## config.mk

```make
export PLATFORM = sky130hd
export DESIGN_NAME = odometry_move_to_servo_pulse_unit
export DESIGN_NICKNAME = d
export VERILOG_FILES = /design/src/hw/rtl/omsp_pkg.sv /design/src/hw/rtl/omsp_wheel.sv /design/src/hw/rtl/odometry_move_to_servo_pulse_unit.sv
export VERILOG_INCLUDE_DIRS = /design/src /design/src/hw/rtl
export SDC_FILE = /design/constraint.sdc
export NUM_CORES = 1
export LEC_CHECK = 0
export BUFFER_PORTS_ARGS = -buffer_cell sky130_fd_sc_hd__buf_2
export CAP_MARGIN = 20
export CELL_PAD_IN_SITES_DETAIL_PLACEMENT = 0
export CELL_PAD_IN_SITES_GLOBAL_PLACEMENT = 1
export CORE_UTILIZATION = 32
export CTS_CLUSTER_DIAMETER = 40
export DETAILED_ROUTE_END_ITERATION = 16
export GPL_TIMING_DRIVEN = 0
export PLACE_DENSITY = 0.62
export SYNTH_ARGS = -nofsm -noshare
export SYNTH_HDL_FRONTEND = slang
export SYNTH_SLANG_ARGS = --single-unit
```

## constraint.sdc

```tcl
create_clock -name clk -period 16.1 [get_ports clk]
set_input_delay 4.025 -clock clk [delete_from_list [all_inputs] [get_ports clk]]
set_output_delay 4.025 -clock clk [all_outputs]
set_load 0.005 [all_outputs]
```

## src/hw/rtl/odometry_move_to_servo_pulse_unit_macros.svh

```systemverilog
// Assertion macros for the odometry move to servo pulse unit.
// Define NO_ASSERTIONS to compile the assertions out; expects clk and rst in scope.
`ifndef ODOMETRY_MOVE_TO_SERVO_PULSE_UNIT_MACROS_SVH
`define ODOMETRY_MOVE_TO_SERVO_PULSE_UNIT_MACROS_SVH

`ifndef NO_ASSERTIONS

// Check a property outside reset.
`define OMSP_ASSERT(label, prop, msg) \
  label: assert property (@(posedge clk) disable iff (rst) prop) else $error(msg);

// Check a property at every edge, reset included.
`define OMSP_ASSERT_ALWAYS(label, prop, msg) \
  label: assert property (@(posedge clk) prop) else $error(msg);

`else

`define OMSP_ASSERT(label, prop, msg)
`define OMSP_ASSERT_ALWAYS(label, prop, msg)

`endif

`endif

```

## src/hw/rtl/omsp_pkg.sv

```systemverilog
// Shared types and constants for the odometry move to servo pulse unit.
// No dependencies.
package omsp_pkg;

  // Request codes carried in req_type; code three acts as stop.
  localparam logic [1:0] REQ_STOP    = 2'd0;
  localparam logic [1:0] REQ_ADVANCE = 2'd1;
  localparam logic [1:0] REQ_ROTATE  = 2'd2;

  // Configuration register indexes.
  localparam int unsigned CFG_INDEX_W = 3;
  localparam int unsigned CFG_DATA_W  = 10;
  localparam logic [CFG_INDEX_W-1:0] CFG_LEFT_FWD_TRIM  = 3'd0;
  localparam logic [CFG_INDEX_W-1:0] CFG_LEFT_BWD_TRIM  = 3'd1;
  localparam logic [CFG_INDEX_W-1:0] CFG_RIGHT_FWD_TRIM = 3'd2;
  localparam logic [CFG_INDEX_W-1:0] CFG_RIGHT_BWD_TRIM = 3'd3;
  localparam logic [CFG_INDEX_W-1:0] CFG_LEFT_MIRROR    = 3'd4;
  localparam logic [CFG_INDEX_W-1:0] CFG_RIGHT_MIRROR   = 3'd5;
  localparam logic [CFG_INDEX_W-1:0] CFG_REST_POWER_OFF = 3'd6;

  // Field widths.
  localparam int unsigned TRIM_W  = 10;
  localparam int unsigned PULSE_W = 12;
  localparam int unsigned SPEED_W = 7;
  localparam int unsigned CALC_W  = 13;

  // Wheel speeds in percent; the fixed rudder of one half is folded in.
  localparam logic signed [SPEED_W-1:0] SPEED_ADV_FAST = 7'sd30;
  localparam logic signed [SPEED_W-1:0] SPEED_ADV_SLOW = 7'sd15;
  localparam logic signed [SPEED_W-1:0] SPEED_ROTATE   = 7'sd10;
  localparam logic signed [SPEED_W-1:0] SPEED_ZERO     = 7'sd0;

  // Neutral pulse; the mirror around 3000 is 1500 minus the speed term.
  localparam logic signed [CALC_W-1:0] NEUTRAL_PULSE = 13'sd1500;

  typedef enum logic [1:0] {
    MODE_IDLE    = 2'd0,
    MODE_ADVANCE = 2'd1,
    MODE_ROTATE  = 2'd2
  } mode_t;

  typedef struct packed {
    logic signed [TRIM_W-1:0] fwd_trim;
    logic signed [TRIM_W-1:0] bwd_trim;
    logic                     mirror;
    logic                     rest_off;
  } wheel_cfg_t;

endpackage

```

## src/hw/rtl/omsp_wheel.sv

```systemverilog
// Speed to servo pulse mapping for one wheel: scale, mirror, trim, power off.
// Depends on omsp_pkg.
module omsp_wheel import omsp_pkg::*; (
  input  logic signed [SPEED_W-1:0] speed,
  input  wheel_cfg_t                cfg,
  output logic [PULSE_W-1:0]        pulse,
  output logic                      off
);

  logic signed [CALC_W-1:0] speed_ext;
  logic signed [CALC_W-1:0] speed_x5;
  logic signed [CALC_W-1:0] base;
  logic signed [CALC_W-1:0] trimmed;

  always_comb begin
    speed_ext = {{(CALC_W-SPEED_W){speed[SPEED_W-1]}}, speed};
    speed_x5  = (speed_ext <<< 2) + speed_ext;
    base      = cfg.mirror ? (NEUTRAL_PULSE - speed_x5) : (NEUTRAL_PULSE + speed_x5);
    priority if (base > NEUTRAL_PULSE) begin
      trimmed = base + {{(CALC_W-TRIM_W){cfg.fwd_trim[TRIM_W-1]}}, cfg.fwd_trim};
    end else if (base < NEUTRAL_PULSE) begin
      trimmed = base + {{(CALC_W-TRIM_W){cfg.bwd_trim[TRIM_W-1]}}, cfg.bwd_trim};
    end else begin
      trimmed = base;
    end
    if (cfg.rest_off && speed == SPEED_ZERO) begin
      pulse = '0;
      off   = 1'b1;
    end else begin
      pulse = trimmed[PULSE_W-1:0];
      off   = 1'b0;
    end
  end

endmodule

```

## src/hw/rtl/odometry_move_to_servo_pulse_unit.sv

```systemverilog
// Top level of the odometry move to servo pulse unit: move tracking and output stage.
// Depends on omsp_pkg, omsp_wheel and odometry_move_to_servo_pulse_unit_macros.svh.
//
// Usage
//   Input channel (in_valid/in_ready): one beat per odometry tick carries a
//   request (stop, advance, rotate), a signed amount and the mouse x and y.
//   Output channel (out_valid/out_ready): one beat per input beat with both
//   servo pulse widths, the power-off flags and busy_res.
//   Config port: cfg_we/cfg_index/cfg_data write the trims, mirrors and the
//   rest power-off flag; write only while the block is idle.
//   Timing: a beat passes the input register, then the result register,
//   with the move compare and pulse logic as a single combinational pass
//   between those two registers. Throughput: one beat per cycle while
//   out_ready stays high.
//   Stall: when out_ready is low the result register holds; the input
//   register still takes one more beat, after which in_ready drops.
//   Reset (rst, synchronous): both stages empty, move state idle with zero
//   start and target, trims zero, left mirror on, right mirror off,
//   rest power off disabled.
`include "odometry_move_to_servo_pulse_unit_macros.svh"
module odometry_move_to_servo_pulse_unit import omsp_pkg::*; (
  input  logic                    clk,
  input  logic                    rst,
  // input channel
  input  logic                    in_valid,
  output logic                    in_ready,
  input  logic [1:0]              req_type,
  input  logic signed [15:0]      amount,
  input  logic signed [15:0]      pos_x,
  input  logic signed [15:0]      pos_y,
  // output channel
  output logic                    out_valid,
  input  logic                    out_ready,
  output logic [PULSE_W-1:0]      left_pulse,
  output logic [PULSE_W-1:0]      right_pulse,
  output logic                    left_off,
  output logic                    right_off,
  output logic                    busy_res,
  // configuration
  input  logic                    cfg_we,
  input  logic [CFG_INDEX_W-1:0]  cfg_index,
  input  logic [CFG_DATA_W-1:0]   cfg_data
);

  // Configuration registers.
  wheel_cfg_t left_cfg;
  wheel_cfg_t right_cfg;

  always_ff @(posedge clk) begin
    if (rst) begin
      left_cfg  <= '{fwd_trim: '0, bwd_trim: '0, mirror: 1'b1, rest_off: 1'b0};
      right_cfg <= '{fwd_trim: '0, bwd_trim: '0, mirror: 1'b0, rest_off: 1'b0};
    end else if (cfg_we) begin
      unique case (cfg_index)
        CFG_LEFT_FWD_TRIM:  left_cfg.fwd_trim  <= cfg_data[TRIM_W-1:0];
        CFG_LEFT_BWD_TRIM:  left_cfg.bwd_trim  <= cfg_data[TRIM_W-1:0];
        CFG_RIGHT_FWD_TRIM: right_cfg.fwd_trim <= cfg_data[TRIM_W-1:0];
        CFG_RIGHT_BWD_TRIM: right_cfg.bwd_trim <= cfg_data[TRIM_W-1:0];
        CFG_LEFT_MIRROR:    left_cfg.mirror    <= cfg_data[0];
        CFG_RIGHT_MIRROR:   right_cfg.mirror   <= cfg_data[0];
        CFG_REST_POWER_OFF: begin
          // one flag shared by both wheels
          left_cfg.rest_off  <= cfg_data[0];
          right_cfg.rest_off <= cfg_data[0];
        end
        default: ;
      endcase
    end
  end

  // Input register.
  logic               in_full;
  logic [1:0]         req_q;
  logic signed [15:0] amount_q;
  logic signed [15:0] pos_x_q;
  logic signed [15:0] pos_y_q;
  logic               fire;

  // Advance the input register into the result register when the result is
  // empty or being taken this cycle.
  assign fire     = in_full && (!out_valid || out_ready);
  assign in_ready = !in_full || fire;

  always_ff @(posedge clk) begin
    if (rst) begin
      in_full <= 1'b0;
    end else if (in_ready) begin
      in_full <= in_valid;
    end
  end

  always_ff @(posedge clk) begin
    if (in_valid && in_ready) begin
      req_q    <= req_type;
      amount_q <= amount;
      pos_x_q  <= pos_x;
      pos_y_q  <= pos_y;
    end
  end

  // Move state.
  mode_t              mode;
  logic signed [15:0] start_pos;
  logic [16:0]        target_mag;
  logic               backward;

  logic               is_adv;
  logic               is_rot;
  mode_t              req_mode;
  logic               fresh;
  logic signed [15:0] pos_sel;
  logic signed [15:0] start_next;
  logic [16:0]        target_next;
  logic               backward_next;
  logic signed [16:0] travel;
  logic [15:0]        travel_abs;
  logic [19:0]        dist_x5;
  logic [19:0]        target_x3;
  logic signed [17:0] remain;
  logic [23:0]        dist_x90;
  logic [23:0]        target_x21;
  logic signed [SPEED_W-1:0] speed_l;
  logic signed [SPEED_W-1:0] speed_r;
  logic               busy_next;

  always_comb begin
    is_adv   = (req_q == REQ_ADVANCE);
    is_rot   = (req_q == REQ_ROTATE);
    req_mode = is_adv ? MODE_ADVANCE : MODE_ROTATE;
    fresh    = (mode != req_mode);
    pos_sel  = is_adv ? pos_y_q : pos_x_q;

    // Latch a new move when the request type differs from the running one.
    if (fresh) begin
      start_next    = pos_sel;
      backward_next = amount_q[15];
      target_next   = amount_q[15] ? (17'd0 - {amount_q[15], amount_q})
                                   : {1'b0, amount_q};
    end else begin
      start_next    = start_pos;
      backward_next = backward;
      target_next   = target_mag;
    end

    travel     = {pos_sel[15], pos_sel} - {start_next[15], start_next};
    travel_abs = travel[16] ? 16'(17'd0 - travel) : travel[15:0];

    // Exact forms of 0.6*D and degrees*21/90.
    dist_x5    = ({4'd0, travel_abs} << 2) + {4'd0, travel_abs};
    target_x3  = ({3'd0, target_next} << 1) + {3'd0, target_next};
    remain     = $signed({1'b0, target_next}) - $signed({2'b00, travel_abs});
    dist_x90   = ({8'd0, travel_abs} * 24'd90);
    target_x21 = ({7'd0, target_next} * 24'd21);

    speed_l   = SPEED_ZERO;
    speed_r   = SPEED_ZERO;
    busy_next = 1'b0;
    priority if (is_adv) begin
      priority if (dist_x5 < target_x3 && remain > 18'sd3 && !backward_next) begin
        speed_l   = SPEED_ADV_FAST;
        speed_r   = SPEED_ADV_FAST;
        busy_next = 1'b1;
      end else if ({1'b0, travel_abs} < target_next) begin
        speed_l   = backward_next ? -SPEED_ADV_SLOW : SPEED_ADV_SLOW;
        speed_r   = speed_l;
        busy_next = 1'b1;
      end
    end else if (is_rot) begin
      if (dist_x90 < target_x21) begin
        speed_l   = backward_next ? -SPEED_ROTATE : SPEED_ROTATE;
        speed_r   = -speed_l;
        busy_next = 1'b1;
      end
    end
  end

  // Update the move state as the beat leaves the input register; a stop
  // leaves it untouched.
  always_ff @(posedge clk) begin
    if (rst) begin
      mode       <= MODE_IDLE;
      start_pos  <= '0;
      target_mag <= '0;
      backward   <= 1'b0;
    end else if (fire && (is_adv || is_rot)) begin
      mode       <= busy_next ? req_mode : MODE_IDLE;
      start_pos  <= start_next;
      target_mag <= target_next;
      backward   <= backward_next;
    end
  end

  // Pulse mapping.
  logic [PULSE_W-1:0] left_pulse_next;
  logic [PULSE_W-1:0] right_pulse_next;
  logic               left_off_next;
  logic               right_off_next;

  omsp_wheel u_left (
    .speed (speed_l),
    .cfg   (left_cfg),
    .pulse (left_pulse_next),
    .off   (left_off_next)
  );

  omsp_wheel u_right (
    .speed (speed_r),
    .cfg   (right_cfg),
    .pulse (right_pulse_next),
    .off   (right_off_next)
  );

  // Result register: hold while the receiver stalls.
  always_ff @(posedge clk) begin
    if (rst) begin
      out_valid <= 1'b0;
    end else if (!out_valid || out_ready) begin
      out_valid <= in_full;
    end
  end

  always_ff @(posedge clk) begin
    if (fire) begin
      left_pulse  <= left_pulse_next;
      right_pulse <= right_pulse_next;
      left_off    <= left_off_next;
      right_off   <= right_off_next;
      busy_res    <= busy_next;
    end
  end

  // Assertions.
  `OMSP_ASSERT_ALWAYS(a_reset_empties, $past(rst) |-> !out_valid && !in_full, "stage full after reset")
  `OMSP_ASSERT(a_busy_powered, out_valid && busy_res |-> !left_off && !right_off, "wheel off during move")
  `OMSP_ASSERT(a_stop_not_busy, fire && !is_adv && !is_rot |=> !busy_res, "stop beat reported busy")
  `OMSP_ASSERT(a_done_idle, fire && !busy_next |=> mode == MODE_IDLE || $past(!is_adv && !is_rot), "finished move not idle")

endmodule
```

==> results_dict.tcl <==
set metrics [dict create \
    outcome "finished, final reports clean" \
    die_w_um 233.6 \
    final.setup.worst_slack_ns 1.282 \
    fp.dieH_um 233.6 \
    slew_headroom_pct 30.36 \
    synthTopCellsByCount "ha_1 (250), inv_1 (239), a21oi_1 (207)" \
    avgSynthCellArea_um2 8.525 \
    via_per_inst 4.939 \
    finalClockSkew_ns 0.01582 \
    wl_per_cell_um 16.13 \
    gp_congestion 0.8467 \
    critPathCaptureType "flip-flop" \
    wl_mm 45.79 \
    critPathArrivalTime_ns 15.07 \
    path_buf_inv 11 \
    synth_top_area_share_pct 18.22 \
    grt.total_usage_pct 17.25 \
    ys_dominant_reg_cell "dfxtp_1" \
    cpLargestDelayFamily "compound AO/OA/AOI/OAI gates" \
    synthArstFlopShare_pct 0 \
    grt_max_degree 43 \
    firstDrtPassIters 5 \
    layout_min_cycle_time_ns 14.82 \
    syn_nets 2378 \
    yosysUniqueCellTypes 99 \
    portBuffers 95 \
    drv_slew 0 \
    netlist_area_mm2 0.01717 \
    setup_viol 0 \
    antennaDiodeCount 0 \
    ctsHtreeMaxLevel 4 \
    grt_pass1_vias 13836 \
    final.fill_count 5520 \
    yosysMostFrequentCell "ha_1" \
    worstSkewPairLatency_ns 0.45 \
    drive_above_1_share_pct 9.995 \
    worstPathRequired_ns 16.35 \
    fin_tns_setup_ns 0 \
    clk_path_buf_depth 2 \
    first_iter_violations 655 \
    clock_sinks 158 \
    clock-root-buffer "clkbuf_16" \
    syn_inst 2014 \
    fin_nets 2502 \
    hpwl_mm 38.12 \
    yosys.area.top_type "ha_1" \
    hold_viol 0 \
    yosys-top-cells-area "ha_1 (18%), edfxtp_1 (13%), dfxtp_1 (9.4%)" \
    grt_pass1_wl_mm 73.71 \
    antenna_found_initial 0 \
    cts_tree "built" \
    postPlaceCellArea_mm2 0.01860 \
    tightest_slew_ns 1.041 \
    start_kind "flip-flop" \
    die-area_mm2 0.05459 \
    min-delay-path-class "flip-flop to flip-flop" \
    grt_overflow_total 0 \
    ys_warn_count 0 \
    cts_buffers 17 \
    maxCapViolCount 0 \
    synth_edf_count 77 \
    worst-path-max-fanout 11 \
    multiInputGateArea_mm2 0.01217 \
    row_count 84 \
    drcViolationCount 0 \
    min_period_over_period_pct 92.03 \
    slowest_delay_ns 0.56 \
    postLayoutCellArea_mm2 0.01928 \
    worstSetupPathType "flip-flop to flip-flop" \
    areaGrowthSynthToFinish_pct 12.31 \
    core_area_mm2 0.05276 \
    regArea_mm2 0.003934 \
    ys_ff_latch 158 \
    antenna_left 0 \
    clkTransAtPathRegs_ns 0.07 \
    yosysSeqAreaShare_pct 22.91 \
    dpl_worst_slack_ns -0.08011 \
    cp_slowest_cell "fa_1" \
    pin_count 97 \
    fmax_ghz 0.06749 \
    vias 14021 \
    start_util_pct 32.54 \
]
## registers in the layout, summed over array words and instances, names as in the netlist, 2 cells and up
register,cells
amount_q,16
left_cfg,21
left_pulse,12
mode,2
pos_x_q,16
pos_y_q,16
req_q,2
right_cfg,22
right_pulse,12
start_pos,16
target_mag,17
## routing by layer
layer	share of wire, %	wire [µm]	vias to the layer above	global-route usage, %
met4	1.6	741	0	4.728
met2	45	20600	167	27.72
met3	2.3	1031	38	1.697
met5	0	0	-	0
met1	51	23420	6538	24.36
li1	-	-	7278	-
## path summary, 6_finish.rpt
check / start / cells after the start / endpoint / slack, ns
min: left_cfg[5]$_SDFFE_PP0P_ / 2 / left_cfg[5]$_SDFFE_PP0P_ / 0.46
max reg2reg: req_q[0]$_DFFE_PP_ / 68 / right_pulse[10]$_SDFFCE_PP0P_ / 1.28
min reg2reg: left_cfg[5]$_SDFFE_PP0P_ / 2 / left_cfg[5]$_SDFFE_PP0P_ / 0.46
max: req_q[0]$_DFFE_PP_ / 68 / right_pulse[10]$_SDFFCE_PP0P_ / 1.28
## tightest hold or removal path: cells and delay by family (launching register included)
kind             cells  cell delay [ns]
AND/OR/NAND/NOR      1             0.05
flip-flops           1             0.31
AO/OA/AOI/OAI        1             0.05
## repair_timing
item / 4_1_cts / 5_1_grt
setup buffers: 0 / 4
setup endpoints to repair: 2 / 24
hold buffers: 0 / 0
gates resized for setup: 3 / 17
pin swaps: 0 / 2
gates cloned: 0 / 0
## cell type report
type	instances	area share, %
Buffer	54	1.259
Clock buffer	17	2.206
Clock inverter	15	0.7591
Inverter	243	4.750
Multi-Input combinational cell	1558	63.11
Sequential cell	158	20.40
Tap cell	688	4.464
Timing Repair Buffer	106	3.050
## stage by stage
step	hold WS (ns)	utilization, %	cells
4_1_cts	0.4636	36.37	2836
5_1_grt	0.4823	36.55	2839
3_5_place_dp	0.4540	35.25	2804
3_3_place_gp	0.4573	35.08	2797
6_report	0.4619	36.55	2839
2_1_floorplan	0.4406	-	2014
## kinds of logic after synthesis
| family | after synthesis | synth area share (%) |
|---|---|---|
| XOR/XNOR | 176 | 9.218 |
| adder cells (fa/ha/maj) | 299 | 23.76 |
| flip-flops | 158 | 22.91 |
| AND/OR/NAND/NOR | 513 | 14.60 |
| buffers and inverters | 298 | 6.740 |
| multiplexers | 40 | 2.478 |
| AO/OA/AOI/OAI | 530 | 20.30 |
## layout by cell type (no fill, tap or decap), types with 40 or more instances in the layout
master,n
dfxtp_1,81
fa_1,46
a211oi_1,40
xor2_1,61
o21ai_0,67
nor2_1,139
xnor2_1,103
a21oi_1,207
nand2_1,192
ha_1,250
edfxtp_1,77
inv_1,239
buf_2,100
Power is left out: the tool's default activity adds up to more than one toggle a clock period on the data nets, which glitch-free logic cannot reach.
